File: src/hw/rtl/nfd_pkg.sv
// types and constants of the nibble frame deframer
package nfd_pkg;

  localparam int unsigned BYTE_W    = 8;
  localparam int unsigned NIBBLE_W  = 4;
  localparam int unsigned KIND_W    = 3;
  localparam int unsigned LEN_W     = 11;
  localparam int unsigned RAW_CNT_W = 12;
  localparam int unsigned CNT_W     = 32;
  localparam int unsigned CFG_IDX_W = 1;

  localparam logic [BYTE_W-1:0] START_FLAG_RST = 8'h2A;
  localparam logic [BYTE_W-1:0] END_FLAG_RST   = 8'h3B;

  localparam logic [CFG_IDX_W-1:0] CFG_START_FLAG = 1'd0;
  localparam logic [CFG_IDX_W-1:0] CFG_END_FLAG   = 1'd1;

  typedef enum logic [KIND_W-1:0] {
    KIND_DATA     = 3'd0,
    KIND_GOOD     = 3'd1,
    KIND_BADLEN   = 3'd2,
    KIND_ABANDON  = 3'd3,
    KIND_OVERFLOW = 3'd4
  } kind_e;

endpackage

File: src/hw/rtl/nfd_if.sv
// valid/ready channels for raw bytes in and decoded results out
interface nfd_in_if;
  logic                        valid;
  logic                        ready;
  logic [nfd_pkg::BYTE_W-1:0]  rx_byte;

  modport source (output valid, output rx_byte, input ready);
  modport sink   (input valid, input rx_byte, output ready);
endinterface

interface nfd_out_if;
  logic                        valid;
  logic                        ready;
  logic [nfd_pkg::KIND_W-1:0]  kind;
  logic [nfd_pkg::BYTE_W-1:0]  data_byte;
  logic [nfd_pkg::LEN_W-1:0]   dec_len;
  logic [nfd_pkg::CNT_W-1:0]   error_count;
  logic [nfd_pkg::CNT_W-1:0]   good_count;

  modport source (output valid, output kind, output data_byte, output dec_len,
                  output error_count, output good_count, input ready);
  modport sink   (input valid, input kind, input data_byte, input dec_len,
                  input error_count, input good_count, output ready);
endinterface

File: src/hw/rtl/nibble_frame_deframer.sv
// Start/end delimited nibble-split deframer.
// in_ch carries one raw link byte per item. Outside a frame the block hunts
// for the start flag; inside, byte pairs merge their low nibbles into one
// decoded byte, sent on out_ch as a data item. The end flag closes the frame
// with a good or bad-length item; a start flag inside a frame abandons it,
// and a frame longer than MAX_RAW_LEN raw bytes is dropped as overflow.
// Each result carries the running error and good byte counters.
// A raw byte is captured in the input register, decoded from there, and its
// result (if any) is written into the result register that drives out_ch.
// Throughput: one raw byte per cycle while results are taken; the decode is
// a flag compare, a nibble merge and one 32-bit counter add between the
// input and result registers. If out_ch stalls, the result register holds and
// the input register fills, after which in_ch.ready drops until the result
// is taken.
// Reset clears the frame state, both counters and the pipeline; the flags
// return to 0x2A (start) and 0x3B (end). cfg writes belong where no item is in flight.
module nibble_frame_deframer #(
  parameter int unsigned MAX_RAW_LEN = 2048
) (
  input  logic                            clk_i,
  input  logic                            rst_ni,
  input  logic                            cfg_we_i,
  input  logic [nfd_pkg::CFG_IDX_W-1:0]   cfg_idx_i,
  input  logic [nfd_pkg::BYTE_W-1:0]      cfg_data_i,
  nfd_in_if.sink                          in_ch,
  nfd_out_if.source                       out_ch
);

  localparam logic [nfd_pkg::RAW_CNT_W-1:0] MaxRawLen = nfd_pkg::RAW_CNT_W'(MAX_RAW_LEN);

  logic [nfd_pkg::BYTE_W-1:0]    start_flag_q, end_flag_q;

  logic                          in_vld_q;
  logic [nfd_pkg::BYTE_W-1:0]    in_byte_q;

  logic                          in_frame_q, in_frame_d;
  logic                          phase_q, phase_d;
  logic [nfd_pkg::NIBBLE_W-1:0]  held_q, held_d;
  logic [nfd_pkg::RAW_CNT_W-1:0] raw_q, raw_d;
  logic [nfd_pkg::CNT_W-1:0]     err_q, err_d;
  logic [nfd_pkg::CNT_W-1:0]     good_q, good_d;

  logic                          res_vld;
  nfd_pkg::kind_e                res_kind;
  logic [nfd_pkg::BYTE_W-1:0]    res_data;
  logic [nfd_pkg::LEN_W-1:0]     res_len;

  logic                          out_vld_q;
  nfd_pkg::kind_e                out_kind_q;
  logic [nfd_pkg::BYTE_W-1:0]    out_data_q;
  logic [nfd_pkg::LEN_W-1:0]     out_len_q;
  logic [nfd_pkg::CNT_W-1:0]     out_err_q, out_good_q;

  logic                          advance;

  assign advance     = in_vld_q && (!out_vld_q || out_ch.ready);
  assign in_ch.ready = !in_vld_q || advance;

  always_ff @(posedge clk_i or negedge rst_ni) begin
    if (!rst_ni) begin
      start_flag_q <= nfd_pkg::START_FLAG_RST;
      end_flag_q   <= nfd_pkg::END_FLAG_RST;
    end else if (cfg_we_i) begin
      case (cfg_idx_i)
        nfd_pkg::CFG_START_FLAG: start_flag_q <= cfg_data_i;
        nfd_pkg::CFG_END_FLAG:   end_flag_q   <= cfg_data_i;
        default: ;
      endcase
    end
  end

  always_ff @(posedge clk_i or negedge rst_ni) begin
    if (!rst_ni) begin
      in_vld_q <= 1'b0;
    end else if (in_ch.ready) begin
      in_vld_q <= in_ch.valid;
    end
  end

  always_ff @(posedge clk_i) begin
    if (in_ch.valid && in_ch.ready) begin
      in_byte_q <= in_ch.rx_byte;
    end
  end

  always_comb begin
    in_frame_d = in_frame_q;
    phase_d    = phase_q;
    held_d     = held_q;
    raw_d      = raw_q;
    err_d      = err_q;
    good_d     = good_q;
    res_vld    = 1'b0;
    res_kind   = nfd_pkg::KIND_DATA;
    res_data   = '0;
    res_len    = raw_q[nfd_pkg::RAW_CNT_W-1:1];

    if (!in_frame_q) begin
      if (in_byte_q == start_flag_q) begin
        in_frame_d = 1'b1;
        phase_d    = 1'b0;
        held_d     = '0;
        raw_d      = '0;
      end else begin
        err_d = err_q + nfd_pkg::CNT_W'(1);
      end
    end else if (in_byte_q == end_flag_q) begin
      res_vld = 1'b1;
      if (raw_q != '0 && !raw_q[0]) begin
        good_d   = good_q + nfd_pkg::CNT_W'(raw_q) + nfd_pkg::CNT_W'(2);
        res_kind = nfd_pkg::KIND_GOOD;
      end else begin
        res_kind = nfd_pkg::KIND_BADLEN;
      end
      in_frame_d = 1'b0;
      phase_d    = 1'b0;
      held_d     = '0;
      raw_d      = '0;
    end else if (in_byte_q == start_flag_q) begin
      // old frame's start flag and bytes are discarded, new frame opens here
      res_vld    = 1'b1;
      res_kind   = nfd_pkg::KIND_ABANDON;
      err_d      = err_q + nfd_pkg::CNT_W'(raw_q) + nfd_pkg::CNT_W'(1);
      in_frame_d = 1'b1;
      phase_d    = 1'b0;
      held_d     = '0;
      raw_d      = '0;
    end else if (raw_q >= MaxRawLen) begin
      res_vld    = 1'b1;
      res_kind   = nfd_pkg::KIND_OVERFLOW;
      err_d      = err_q + nfd_pkg::CNT_W'(raw_q) + nfd_pkg::CNT_W'(2);
      in_frame_d = 1'b0;
      phase_d    = 1'b0;
      held_d     = '0;
      raw_d      = '0;
    end else begin
      raw_d = raw_q + nfd_pkg::RAW_CNT_W'(1);
      if (!phase_q) begin
        held_d  = in_byte_q[nfd_pkg::NIBBLE_W-1:0];
        phase_d = 1'b1;
      end else begin
        phase_d  = 1'b0;
        res_vld  = 1'b1;
        res_data = {held_q, in_byte_q[nfd_pkg::NIBBLE_W-1:0]};
        res_len  = raw_d[nfd_pkg::RAW_CNT_W-1:1];
      end
    end
  end

  always_ff @(posedge clk_i or negedge rst_ni) begin
    if (!rst_ni) begin
      in_frame_q <= 1'b0;
      phase_q    <= 1'b0;
      held_q     <= '0;
      raw_q      <= '0;
      err_q      <= '0;
      good_q     <= '0;
    end else if (advance) begin
      in_frame_q <= in_frame_d;
      phase_q    <= phase_d;
      held_q     <= held_d;
      raw_q      <= raw_d;
      err_q      <= err_d;
      good_q     <= good_d;
    end
  end

  always_ff @(posedge clk_i or negedge rst_ni) begin
    if (!rst_ni) begin
      out_vld_q <= 1'b0;
    end else if (advance) begin
      out_vld_q <= res_vld;
    end else if (out_ch.ready) begin
      out_vld_q <= 1'b0;
    end
  end

  always_ff @(posedge clk_i) begin
    if (advance && res_vld) begin
      out_kind_q <= res_kind;
      out_data_q <= res_data;
      out_len_q  <= res_len;
      out_err_q  <= err_d;
      out_good_q <= good_d;
    end
  end

  assign out_ch.valid       = out_vld_q;
  assign out_ch.kind        = out_kind_q;
  assign out_ch.data_byte   = out_data_q;
  assign out_ch.dec_len     = out_len_q;
  assign out_ch.error_count = out_err_q;
  assign out_ch.good_count  = out_good_q;

endmodule

File: src/flat_wrapper.sv
// flat-port wrapper written by rule: the top's interface ports become plain ports
module nibble_frame_deframer_flat 
#(
  parameter int unsigned MAX_RAW_LEN = 2048
)
  (clk_i, rst_ni, cfg_we_i, cfg_idx_i, cfg_data_i, in_ch_valid, in_ch_rx_byte, in_ch_ready, out_ch_valid, out_ch_kind, out_ch_data_byte, out_ch_dec_len, out_ch_error_count, out_ch_good_count, out_ch_ready);
  nfd_in_if in_ch_i ();
  nfd_out_if out_ch_i ();
  input  logic clk_i;
  input  logic rst_ni;
  input  logic cfg_we_i;
  input  logic [nfd_pkg::CFG_IDX_W-1:0] cfg_idx_i;
  input  logic [nfd_pkg::BYTE_W-1:0] cfg_data_i;
  input wire logic [$bits(in_ch_i.valid)-1:0] in_ch_valid;
  input wire logic [$bits(in_ch_i.rx_byte)-1:0] in_ch_rx_byte;
  output wire logic [$bits(in_ch_i.ready)-1:0] in_ch_ready;
  output wire logic [$bits(out_ch_i.valid)-1:0] out_ch_valid;
  output wire logic [$bits(out_ch_i.kind)-1:0] out_ch_kind;
  output wire logic [$bits(out_ch_i.data_byte)-1:0] out_ch_data_byte;
  output wire logic [$bits(out_ch_i.dec_len)-1:0] out_ch_dec_len;
  output wire logic [$bits(out_ch_i.error_count)-1:0] out_ch_error_count;
  output wire logic [$bits(out_ch_i.good_count)-1:0] out_ch_good_count;
  input wire logic [$bits(out_ch_i.ready)-1:0] out_ch_ready;
  assign in_ch_i.valid = in_ch_valid;
  assign in_ch_i.rx_byte = in_ch_rx_byte;
  assign in_ch_ready = in_ch_i.ready;
  assign out_ch_valid = out_ch_i.valid;
  assign out_ch_kind = out_ch_i.kind;
  assign out_ch_data_byte = out_ch_i.data_byte;
  assign out_ch_dec_len = out_ch_i.dec_len;
  assign out_ch_error_count = out_ch_i.error_count;
  assign out_ch_good_count = out_ch_i.good_count;
  assign out_ch_i.ready = out_ch_ready;
  nibble_frame_deframer #(.MAX_RAW_LEN(MAX_RAW_LEN)) u_core (.clk_i(clk_i), .rst_ni(rst_ni), .cfg_we_i(cfg_we_i), .cfg_idx_i(cfg_idx_i), .cfg_data_i(cfg_data_i), .in_ch(in_ch_i), .out_ch(out_ch_i));
endmodule
File: config.mk
export PLATFORM = sky130hd
export DESIGN_NAME = nibble_frame_deframer_flat
export DESIGN_NICKNAME = d
export VERILOG_FILES = /design/src/hw/rtl/nfd_pkg.sv /design/src/hw/rtl/nfd_if.sv /design/src/hw/rtl/nibble_frame_deframer.sv /design/src/flat_wrapper.sv
export SDC_FILE = /design/constraint.sdc
export NUM_CORES = 1
export LEC_CHECK = 0
export BUFFER_PORTS_ARGS = -buffer_cell sky130_fd_sc_hd__buf_2
export CAP_MARGIN = 20
export CORE_UTILIZATION = 35
export CTS_CLUSTER_DIAMETER = 40
export DETAILED_ROUTE_END_ITERATION = 7
export PLACE_DENSITY_LB_ADDON = 0.2
export SKIP_CTS_REPAIR_TIMING = 1
export SYNTH_ARGS = -nofsm -noshare
export SYNTH_HDL_FRONTEND = slang
export SYNTH_SLANG_ARGS = --single-unit
File: constraint.sdc
create_clock -name clk_i -period 11.62 [get_ports clk_i]
set_input_delay 1.743 -clock clk_i [delete_from_list [all_inputs] [get_ports clk_i]]
set_output_delay 1.743 -clock clk_i [all_outputs]
set_load 0.03 [all_outputs]
## Yosys cells after proc, flatten, opt, wreduce, memory -nomap -nowiden

Cells that the tools add are included.

| cells by class | value |
|---|---|
| mux-type cells | 46 |
| equality and inequality tests | 3 |
| $add $sub $neg | 7 |
| $lt $le $gt $ge | 1 |
| reduce and logical (&&, ||, !) cells | 17 |
| bitwise logic cells | 3 |

Operators with widths:

| cell | number |
|---|---|
| $mux W32 | 8 |
| $add A32 B1 Y32 const B | 2 |
| $add A32 B12 Y32 | 2 |
| $add A32 B2 Y32 const B | 2 |
| $mux W12 | 5 |
| $mux W11 | 5 |
| $mux W4 | 6 |
| $mux W1 | 18 |
| $eq A8 B8 Y1 | 2 |
| $add A12 B1 Y12 const B | 1 |
| $ge A12 B12 Y1 const B | 1 |
| $reduce_bool A12 Y1 | 1 |
| $mux W3 | 3 |
| $reduce_and A2 Y1 | 3 |
| $reduce_or A5 Y1 | 1 |
| $logic_and A1 B1 Y1 | 4 |
| $ne A4 B4 Y1 const B | 1 |
| $reduce_bool A2 Y1 | 2 |
| $logic_not A1 Y1 | 3 |
| $not A1 Y1 | 3 |
| $reduce_and A3 Y1 | 1 |
| $logic_or A1 B1 Y1 | 2 |
| $mux W2 | 1 |

| storage, ports and cells | value |
|---|---|
| bits in registers | 194 |
| output and inout bits | 88 |

## Depth between registers and ports, before layout

Gate-level depths: netlist of run 1.

| depth | value |
|---|---|
| depth in word-level cells | 6 |
| mapped depth | 18 |

## Worst setup path before layout of run 1

Ideal clock, no wire load.

| path | value |
|---|---|
| kind | input port to flip-flop |
| start | in out_ch_ready |
| end | reg u_core.out_data_q, in the netlist u_core.out_ch.data_byte[0], enable pin |
| stages on the path | 5 |
| data arrival time | 6129 ps |
| path buffers | 1 |
| setup time | 531 ps |
| setup slack | 4960 ps |
| cell sequence | nand2b_1 -> and2_1 -> buf_1 -> nand2_1 -> nor2_1 |

| on the way | value |
|---|---|
| longest elaborated chain between the ends | 3 |

Ends and longest elaborated chain:

| element | RTL line | source |
|---|---|---|
| from (decl) | flat_wrapper.sv:23 | `input wire logic [$bits(out_ch_i.ready)-1:0] out_ch_ready;` |
| $logic_or A1 B1 Y1 | nibble_frame_deframer.sv:56 | `assign advance = in_vld_q && (!out_vld_q \|\| out_ch.ready);` |
| $logic_and A1 B1 Y1 | nibble_frame_deframer.sv:56 |  |
| $logic_and A1 B1 Y1 | nibble_frame_deframer.sv:179 | `if (advance && res_vld) begin` |
| to (signal assigned) | nibble_frame_deframer.sv:181 | `out_data_q <= res_data;` |
| to (decl) | nibble_frame_deframer.sv:50 | `logic [nfd_pkg::BYTE_W-1:0] out_data_q;` |

No other way between the ends.
A chain may end at the register's enable or synchronous reset.

## Worst setup path after layout of run 1

| path | value |
|---|---|
| start | reg u_core.raw_q[10] (netlist bit) |
| end | reg u_core.out_err_q, in the netlist u_core.out_ch.error_count[27] (data pin) |

| on the way | value |
|---|---|
| longest elaborated chain between the ends | 6 |

Ends and longest elaborated chain:

| element | RTL line | source |
|---|---|---|
| from (decl) | nibble_frame_deframer.sv:39 | `logic [nfd_pkg::RAW_CNT_W-1:0] raw_q, raw_d;` |
| from (signal assigned) | nibble_frame_deframer.sv:162 | `raw_q <= raw_d;` |
| $add A32 B12 Y32 | nibble_frame_deframer.sv:123, nibble_frame_deframer.sv:131 |  |
| $add A32 B2 Y32 | nibble_frame_deframer.sv:131 | `err_d = err_q + nfd_pkg::CNT_W'(raw_q) + nfd_pkg::CNT_W'(2);` |
| $mux W32 | nibble_frame_deframer.sv:128 | `end else if (raw_q >= MaxRawLen) begin` |
| $mux W32 * | nibble_frame_deframer.sv:119 | `end else if (in_byte_q == start_flag_q) begin` |
| $mux W32 * | nibble_frame_deframer.sv:107 | `end else if (in_byte_q == end_flag_q) begin` |
| $mux W32 * | nibble_frame_deframer.sv:98 | `if (!in_frame_q) begin` |
| net u_core.err_d, one bit | nibble_frame_deframer.sv:40 | `logic [nfd_pkg::CNT_W-1:0] err_q, err_d;` |
| to (signal assigned) | nibble_frame_deframer.sv:183 | `out_err_q <= err_d;` |
| to (decl) | nibble_frame_deframer.sv:52 | `logic [nfd_pkg::CNT_W-1:0] out_err_q, out_good_q;` |

Mark *: on every way through the listed nets, which the timed path passes. The rest lies on a longest branch.

==> results of run 1 <==
metrics by stage:
stage          std cells  hold slack [ns]  utilization
6_report            1909           0.4925       0.3981
5_1_grt             1909           0.5088       0.3981
4_1_cts             1909           0.4966       0.3981
3_5_place_dp        1877           0.4831       0.3815
3_3_place_gp        1877           0.4745       0.3815
2_1_floorplan       1369           0.4607            -
worst min-delay path by stage:
| stage | start | endpoint | depth (start not counted) |
|---|---|---|---|
| floorplan | u_core.good_q[31] | u_core.good_q[31] | 1 |
| global placement | u_core.good_q[31] | u_core.good_q[31] | 1 |
| detailed placement | u_core.good_q[31] | u_core.good_q[31] | 1 |
| CTS | u_core.good_q[31] | u_core.good_q[31] | 1 |
| global route | u_core.good_q[31] | u_core.good_q[31] | 1 |
| finish | u_core.good_q[31] | u_core.good_q[31] | 1 |
cell type report:
cell class / instances / area share
multi-input combinational: 1063 / 0.4831
sequential: 194 / 0.3777
timing repair buffer: 126 / 0.04783
tap: 461 / 0.04083
clock buffer: 18 / 0.03188
clock inverter: 14 / 0.009831
inverter: 33 / 0.008768
layer usage:
layer	track usage	up-vias
met3	0.02686	41
met4	0.05769	0
met1	0.2991	5192
li1	-	5097
met5	0	-
met2	0.3371	302
power groups by stage:
stage	Sequential [mW]	Combinational, mW	Clock, mW
5_1_grt	1.09	1.12	0.641
2_1_floorplan	1.15	0.653	0
6_report	1.07	1.02	0.598
4_1_cts	1.06	1.02	0.615
3_3_place_gp	1.07	1.02	0
3_5_place_dp	1.08	1.02	0
worst max-delay path: cells and delay by family, from the launching register on:
kind                       cells  cell delay (ns)
and+or+nand+nor                4             2.07
AOI/OAI and AO/OA              6             1.41
DFF                            1             0.53
adders and majority gates      1             0.43
muxes                          1             0.40
placed cells by master (no fill, tap or decap), types with 9 or more instances in the layout:
cell | netlist | final
a31oi_1 | 15 | 15
o21ai_0 | 76 | 76
edfxtp_1 | 94 | 94
a211oi_1 | 11 | 11
a21oi_1 | 65 | 65
xor2_1 | 88 | 88
nand4_1 | 33 | 33
ha_1 | 41 | 41
nand3_1 | 53 | 53
or3_1 | 15 | 15
dfrtp_1 | 92 | 91
nor2_1 | 135 | 134
and3_1 | 14 | 14
and2_1 | 13 | 13
nand2_1 | 153 | 152
o22ai_1 | 12 | 12
nor3_1 | 56 | 56
mux2_2 | 31 | 31
inv_1 | 33 | 33
buf_2 | 16 | 108
o21a_1 | 13 | 13
clkbuf_16 | 0 | 18
a21o_1 | 11 | 11
nor4_1 | 22 | 22
xnor2_1 | 65 | 65
nand2b_1 | 9 | 9
buf_4 | 4 | 18
mux2i_1 | 11 | 11
and4_1 | 9 | 9
state kept, by name, indices dropped and copies added (netlist names), 3 cells and up:
signal / count
u_core.err_q: 32
u_core.good_q: 32
u_core.out_ch.error_count: 32
u_core.out_ch.good_count: 32
u_core.raw_q: 12
u_core.out_ch.dec_len: 11
u_core.end_flag_q: 8
u_core.in_byte_q: 8
u_core.out_ch.data_byte: 8
u_core.start_flag_q: 8
u_core.held_q: 4
u_core.out_ch.kind: 3
kinds of logic (layout without fill, tap and decap cells):
kind of cell | after synthesis | after routing | share of synthesized area
compound gates | 283 | 283 | 0.1471
xor+xnor | 153 | 153 | 0.1062
fa+ha+maj | 43 | 43 | 0.04384
buf+inv | 112 | 191 | 0.03699
flops | 194 | 194 | 0.4229
mux | 42 | 42 | 0.03640
simple gates | 542 | 542 | 0.2066
==> results by group, run 1 <==
Power
  • Flop pwr share: 0.397
  • NetSw: 1.145 mW
  • Static Leak: 5.603 nW
  • Sw Share: 0.4259
  • Clk pwr share: 0.222
  • Combinational power share: 0.381
  • Int Power: 1.543 mW
  • VDD IR max: roughly 0.000089 V
  • Final Total Pwr: 2.688 mW
  • Power density of the placed cells: roughly 190 nW/um^2

Flow run
  • Max Cap Viol: 0

Cells and area
  • Filler cells: 3525
  • Final instance area: 14130 sq um
  • Synth-to-Final Area Change: 11.98%
  • Share of layout cells above drive strength 1: 0.1492
  • Antenna Cells: 0
  • Multi-input logic area: 6825 sq um
  • Nets: 1500
  • Storage cell area: 5336 sq um

Synthesis
  • Top_reg_cell synth: edfxtp_1
  • Fraction of registers with async set/reset: 0.5155
  • Syn avg cell area: 9.215 sq um
  • Dominant cell type by area after synthesis: edfxtp_1
  • Synth cell count leaders: nand2_1, nor2_1, edfxtp_1
  • Number of flops mapped to enable cells by yosys: 94
  • Mapped cell area: 12620 sq um
  • Synth cell types: 80
  • Gate Count Post-Synth: 1369
  • Yosys reg bits: 194
  • Synth Net Count: roughly 1400
  • Register area share after synthesis: 0.4229
  • Synth area leaders: edfxtp_1, dfrtp_1, xor2_1, nand2_1, xnor2_1
  • Most common cell in the netlist: nand2_1
  • Warnings from Yosys: 0
  • Synth top area share: 0.2237

Worst setup path
  • Critical Path Start: u_core.raw_q[10]
  • Slowest CP cell: a21oi_1
  • Crit. End Element: register
  • R2r worst-path depth: 12
  • Crit-path cells: ha_1 -> a21oi_1 -> mux2_2 -> a31oi_1 -> o311ai_1 -> or4b_1 -> nor4_1 -> or3b_1 -> o22ai_1 -> a21oi_1 -> nor3_1 -> o21ai_0
  • Worst setup SP type: register
  • Crit Path Max Fanout: 12
  • Worst r2r src: u_core.raw_q[10]
  • CP required: between 10 and 15 ns
  • Flop2flop setup slack: approximately 6.5 ns
  • CP Class: reg -> reg
  • Critical path arrival: between 5 and 6 ns
  • Worst setup path end: u_core.out_ch.error_count[27]
  • Crit path top cell by count: a21oi_1
  • Worst reg2reg endpoint: u_core.out_ch.error_count[27]
  • CP peak stage delay: 0.63 ns

STA
  • Fmax: 195.2 MHz
  • RSZ-0062 raised after global routing: false
  • Final hold viol count: 0
  • Setup-failing EPs final: 0
  • Measured slew at the worst slew-check pin: 1.050 ns
  • Max_slew headroom: 0.2971
  • Tcrit/Tclk final: 0.4408
  • Setup ws final: 6.498 ns
  • Layout Skew: 0.01783 ns
  • Minimum clock period: 5.122 ns
  • Final setup TNS: 0 ns
  • Final Slew Violations: 0

Floorplan
  • Die extent in y: 191.9 um
  • Initial core utilization: 0.3555
  • Top-Level Pins: 110
  • Die area: roughly 37000 sq um
  • Die width: 191.9 um
  • Row count: 69
  • Core area: 35480 sq um

Route
  • Routed wl met2: between 15000 and 20000 um
  • Remaining DRCs: 0
  • DR vias: 10630
  • M1 WL: approximately 18000 um
  • Routed len/inst: 19.81 um
  • Total wire length: 37810 um
  • DRT iter0 DRCs: 786
  • DRT Pass-1 Iters: 5
  • Max Used Layer: met4
  • ANT nets after route: 0
  • Wire length on met3: 1797 um
  • Vias per cell: ~5.6

Clock tree
  • H-tree depth: 4
  • Clk_lat worst skew: 0.45 ns
  • Clock sink total: 194
  • Clock buffer depth: 2
  • CTS tree: yes
  • CTS Buf Count: 17
  • Clock transition at path regs: 0.08 ns
  • CTS Root Buffer Type: clkbuf_16

GRT
  • First-pass GRT wire length: between 50000 and 60000 um
  • Initial antenna violation count: 0
  • Total track usage: 0.2113
  • Congestion Overflow GR: 0
  • Largest net degree at the start of global routing: 67
  • Vias in the first global route: 10080

Placement
  • Post-DP HPWL: 27520 um
  • Setup WS pre-CTS: 6.589 ns
  • Placer Congestion: 0.9364
  • DP Area: 13540 sq um
  • Port bufs: 109

Worst hold path
  • Worst hold path type: reg -> reg

Outcome
  • Outcome: finished clean
Note: power is estimated with default switching activity, not from simulation.
==> inputs of run 2 (changes only) <==
Clock period 11.62 ns to 5.25 ns, I/O delays scaled along.
==> results by group, run 2 (synthesis gave the netlist of run 1 again) <==
Outcome
  • Outcome: finished, violations left
  • Failing checks: design-rule violations

Route
  • Routed len/inst: 19.78 um
  • Total wire length: 38280 um
  • DR vias: around 11000
  • DRT iter0 DRCs: 839
  • Vias per cell: 5.553
  • DRT Pass-1 Iters: 7
  • ANT nets after route: 0
  • Remaining DRCs: 6

Clock tree
  • Clock buffer depth: 2
  • CTS tree: yes
  • CTS Buf Count: 17
  • H-tree depth: 4
  • Clock transition at path regs: 0.09 ns
  • CTS Root Buffer Type: clkbuf_16
  • Clock sink total: slightly below 200
  • Clk_lat worst skew: between 0.4 and 0.5 ns

GRT
  • Congestion Overflow GR: 0
  • Total track usage: 0.2135
  • First-pass GRT wire length: ~60000 um
  • Initial antenna violation count: 0
  • Largest net degree at the start of global routing: between 60 and 70
  • Vias in the first global route: 10250

STA
  • Max_slew headroom: 0.3443
  • Fmax: 203.0 MHz
  • Final setup TNS: 0 ns
  • Setup-failing EPs final: 0
  • RSZ-0062 raised after global routing: false
  • Measured slew at the worst slew-check pin: slightly below 1 ns
  • Final hold viol count: 0
  • Setup ws final: 0.3233 ns
  • Final Slew Violations: 0
  • Tcrit/Tclk final: 0.9384
  • Layout Skew: 0.01962 ns
  • Minimum clock period: 4.927 ns

Worst setup path
  • CP peak stage delay: 0.62 ns
  • Slowest CP cell: or4b_1
  • Crit-path cells: ha_1 -> fa_1 -> a21o_1 -> a221oi_4 -> a211o_1 -> o311ai_1 -> or4b_1 -> nor4_1 -> or3b_1 -> or3_1 -> a21oi_1 -> a211oi_1 -> a21oi_1
  • Worst r2r src: u_core.raw_q[0]
  • Crit Path Max Fanout: 10
  • WP depth: 13
  • Critical path arrival: around 5.2 ns
  • R2r worst-path depth: 13
  • CP Class: reg -> reg
  • Crit. End Element: register
  • CP delay by family, top: simple AND/OR/NAND/NOR gates
  • Flop2flop setup slack: 0.32 ns
  • CP required: ~5.6 ns
  • Crit path top cell by count: a21oi_1
  • Critical path buffer and inverter count: 0
  • Worst setup SP type: register
  • Worst reg2reg endpoint: u_core.out_ch.error_count[31]

Placement
  • Port bufs: 109
  • Setup WS pre-CTS: 0.4022 ns
  • Placer Congestion: 0.9403
  • Placed cells: ~1900
  • Post-DP HPWL: 28040 um

Power
  • Combinational power share: 0.396
  • Sw Share: 0.4225
  • Flop pwr share: 0.382
  • Final Total Pwr: 5.990 mW
  • VDD IR max: approximately 0.00023 V
  • Power density of the placed cells: about 420 nW/um^2
  • Clk pwr share: 0.222
  • Static Leak: 5.711 nW
  • NetSw: 2.531 mW
  • Int Power: 3.459 mW

Cells and area
  • Synth-to-Final Area Change: 13.42%
  • Antenna Cells: 0
  • Filler cells: roughly 3500
  • Commonest non-fill, non-tap cell in the layout: nand2_1
  • Finished Layout Cells: 1935
  • Nets: 1526
  • Commonest cells after routing, fill and taps aside: nand2_1, nor2_1, buf_2, edfxtp_1, dfrtp_1
  • Share of layout cells above drive strength 1: 0.1635

Floorplan
  • Row count: 69
  • Core area: about 35000 sq um
  • Initial core utilization: 0.3555
  • Die area: ~37000 sq um
  • Top-Level Pins: 110
  • Die extent in y: between 150 and 200 um
  • Die width: 191.9 um

Worst hold path
  • Worst hold path type: in -> async

Flow run
  • Max Cap Viol: 0
## run 2: cell types whose count changed in the layout (fill, tap and decap cells not counted), sizes merged
cell / delta
clkbuf: -1
clkinv: +1
bufinv: +1
buf: +26
clkinvlp: +2
inv: -3
## run 2: worst max-delay path by stage
stage                              start                            end  slack (ns)
floorplan           u_core.end_flag_q[5]     u_core.out_ch.data_byte[0]        0.84
global placement         u_core.raw_q[0]  u_core.out_ch.error_count[31]        0.47
detailed placement       u_core.raw_q[0]  u_core.out_ch.error_count[31]        0.40
CTS                      u_core.raw_q[0]  u_core.out_ch.error_count[31]        0.41
global route             u_core.raw_q[0]  u_core.out_ch.error_count[31]        0.10
finish                   u_core.raw_q[0]  u_core.out_ch.error_count[31]        0.32
## run 2: cell type report
type / instances / area [sq um] / share of cell area
Multi-Input combinational cell: 1063 / 6825 / 0.4770
Sequential cell: 194 / 5336 / 0.3729
Timing Repair Buffer: 152 / 870.8 / 0.06086
Tap cell: 461 / 576.8 / 0.04031
Clock buffer: 17 / 425.4 / 0.02973
Clock inverter: 15 / 150.1 / 0.01049
Inverter: 33 / 123.9 / 0.008657
## run 2: power by group through the flow
stage	registers [mW]	logic (mW)	clock network (mW)
6_report	2.29	2.37	1.33
5_1_grt	2.34	2.61	1.41
4_1_cts	2.29	2.37	1.36
3_5_place_dp	2.32	2.36	0
3_3_place_gp	2.31	2.36	0
2_1_floorplan	2.53	1.45	0
## run 2: layer usage
layer  GRT usage  wire length (um)
met5           0                 0
met4     0.06197               739
met3     0.02814              1838
met2      0.3371             17400
met1      0.3031             18300
## run 2: worst register-to-register path, cell delays in order (launching register included)
cell and delay (ns):
dfrtp_1 0.48, ha_1 0.26, fa_1 0.44, a21o_1 0.23, a221oi_4 0.48, a211o_1 0.21
o311ai_1 0.17, or4b_1 0.62, nor4_1 0.55, or3b_1 0.56, or3_1 0.42, a21oi_1 0.15
a211oi_1 0.08, a21oi_1 0.16
## run 2: through the flow
| step | util | hold WS [ns] | area, sq um |
|---|---|---|---|
| floorplan | - | 0.4607 | 12620 |
| global placement | 0.3870 | 0.4747 | 13730 |
| detailed placement | 0.3870 | 0.4791 | 13730 |
| CTS | 0.4033 | 0.4295 | 14310 |
| global route | 0.4033 | 0.4351 | 14310 |
| finish | 0.4033 | 0.3991 | 14310 |
==> inputs of run 3 (changes only) <==
Settings changed: ABC_AREA set to 1.
==> results by group, run 3 <==
Outcome
  • Outcome: finished clean

GRT
  • Largest net degree at the start of global routing: 69
  • Vias in the first global route: 12680
  • Total track usage: 0.2363
  • Initial antenna violation count: 1
  • Congestion Overflow GR: 0
  • First-pass GRT wire length: 73800 um

Synthesis
  • Synth Net Count: 2018
  • XOR/XNOR share of the synthesized area: 0.05205
  • Adder-cell area share of the yosys netlist: 0.03913
  • Warnings from Yosys: 0
  • Syn avg cell area: 7.237 sq um
  • Gate Count Post-Synth: 1953
  • Largest family of logic cells by synthesized area: simple AND/OR/NAND/NOR gates
  • Fraction of registers with async set/reset: 0.5155
  • Post-synthesis compound-gate area fraction: 0.09834
  • Top_reg_cell synth: edfxtp_1
  • Yosys reg bits: 194
  • Synth top area share: 0.1997
  • Most common cell in the netlist: nand2_1
  • Synth area leaders: edfxtp_1, dfrtp_1, nand2_1, inv_1, nand3_1
  • Mux share of post-synthesis cell area: 0
  • Post-synthesis simple-gate area fraction: 0.3493
  • Dominant cell type by area after synthesis: edfxtp_1
  • Synth cell count leaders: nand2_1, inv_1, nand3_1
  • Number of flops mapped to enable cells by yosys: between 90 and 100
  • Mapped cell area: 14130 sq um
  • Synth cell types: 52
  • Register area share after synthesis: 0.3774

Worst setup path
  • Crit Path Max Fanout: 33
  • Crit-path cells: inv_1 -> or2_2 -> nand4_1 -> nor3_1 -> nand2_2 -> buf_4 -> nand2_1 -> nor2_1 -> inv_1 -> nor2_1 -> nand2_1 -> inv_1 -> nand3_1 -> xor2_1 -> inv_1
  • CP required: 5.46 ns
  • CP Class: reg -> reg
  • Crit. End Element: register
  • Slowest CP cell: buf_4
  • CP delay by family, top: simple AND/OR/NAND/NOR gates
  • Critical path buffer and inverter count: 5
  • Worst setup SP type: register
  • Critical path arrival: about 4 ns
  • Crit path top cell by count: inv_1
  • CP peak stage delay: about 0.42 ns

Flow run
  • Max Cap Viol: 0

Power
  • NetSw: 3.372 mW
  • Power density of the placed cells: 442.2 nW/um^2
  • Sw Share: 0.4824
  • Combinational power share: 0.479
  • Int Power: 3.618 mW
  • Clk pwr share: 0.190
  • Static Leak: 7.316 nW
  • VDD IR max: approximately 0.00023 V
  • Flop pwr share: 0.331

Cells and area
  • Nets: 2107
  • Commonest non-fill, non-tap cell in the layout: nand2_1
  • Synth-to-Final Area Change: 11.84%
  • Commonest cells after routing, fill and taps aside: nand2_1, inv_1, nand3_1, o21ai_0, nor2_1
  • Antenna Cells: 0
  • Share of layout cells above drive strength 1: 0.1582

Floorplan
  • Die area: 41190 sq um
  • Core area: 39820 sq um
  • Die extent in y: 203.0 um
  • Initial core utilization: 0.3549
  • Top-Level Pins: 110
  • Die width: between 200 and 250 um
  • Row count: between 70 and 80

Clock tree
  • CTS Root Buffer Type: clkbuf_16
  • CTS Buf Count: 17
  • CTS tree: yes
  • Clk_lat worst skew: 0.45 ns
  • Clock sink total: 194
  • Clock transition at path regs: 0.08 ns
  • H-tree depth: 4
  • Clock buffer depth: 2

STA
  • Layout Skew: between 0.015 and 0.02 ns
  • Final Slew Violations: 0
  • Final hold slack: 0.4486 ns
  • Fmax: 271.0 MHz
  • Tcrit/Tclk final: 0.7028
  • Setup-failing EPs final: 0
  • Minimum clock period: 3.690 ns
  • Max_slew headroom: 0.3413
  • RSZ-0062 raised after global routing: false
  • Final setup TNS: 0 ns
  • Final hold viol count: 0
  • Measured slew at the worst slew-check pin: 0.9880 ns

Placement
  • Placer Congestion: 1.021
  • Post-DP HPWL: roughly 37000 um
  • Port bufs: 109

Route
  • ANT nets after route: 0
  • DR vias: 13250
  • Total wire length: approximately 48000 um
  • Routed len/inst: roughly 19 um
  • DRT iter0 DRCs: 1071
  • DRT Pass-1 Iters: 5
  • Vias per cell: 5.136
  • Remaining DRCs: 0

Worst hold path
  • Worst hold path type: in -> async
[run 3: per-stage QoR]
step | power (mW) | worst slack (ns) | cells | instance area (sq um) | util
CTS | 6.987 | 1.526 | 2580 | 15810 | 0.3970
global route | 7.472 | 1.127 | 2580 | 15810 | 0.3970
global placement | 5.635 | 1.527 | 2548 | 15220 | 0.3821
finish | 6.990 | 1.560 | 2580 | 15810 | 0.3970
floorplan | 4.546 | 1.624 | 1953 | 14130 | -
detailed placement | 5.633 | 1.557 | 2548 | 15220 | 0.3821
[run 3: power by group through the flow]
stage | Combinational (mW) | Sequential (mW) | Clock, mW
2_1_floorplan | 2.34 | 2.20 | 0
3_3_place_gp | 3.30 | 2.33 | 0
3_5_place_dp | 3.30 | 2.33 | 0
4_1_cts | 3.32 | 2.31 | 1.36
5_1_grt | 3.71 | 2.34 | 1.42
6_report | 3.35 | 2.31 | 1.33
[run 3: worst paths after layout]
kind,start,endpoint,slack (ns),cells after the start
setup / recovery,u_core.in_byte_q[0],u_core.out_ch.dec_len[7],1.56,15
hold / removal,rst_ni,u_core.err_q[10],0.45,1
setup reg to reg,u_core.in_byte_q[0],u_core.out_ch.dec_len[7],1.56,15
hold reg to reg,u_core.start_flag_q[3],u_core.start_flag_q[3],0.50,2
max in group asynchronous,rst_ni,u_core.err_q[21],3.65,2
min in group clk_i,u_core.start_flag_q[3],u_core.start_flag_q[3],0.50,2
[run 3: kinds of logic (layout without fill, tap and decap cells)]
family	Yosys count	in the layout
AO/OA/AOI/OAI	254	254
XOR/XNOR	84	84
AND/OR/NAND/NOR	1077	1077
flip-flops	194	194
adder cells (fa/ha/maj)	43	43
buffers and inverters	301	403
[run 3: area by class of cell]
cell class | instances | area (sq um)
Fill cell | 4286 | 24010
Multi-Input combinational cell | 1458 | 7627
Sequential cell | 194 | 5335
Inverter | 248 | 933.4
Timing Repair Buffer | 123 | 665.6
Tap cell | 525 | 656.9
Clock buffer | 18 | 439.2
Clock inverter | 14 | 151.4
[run 3: per-layer routing]
layer,vias to the layer above,share of wire,GRT usage
li1,6513,-,-
met1,6238,0.46,0.3207
met2,413,0.44,0.3650
met3,86,0.063,0.05201
met4,2,0.035,0.09157
met5,-,0.00017,0
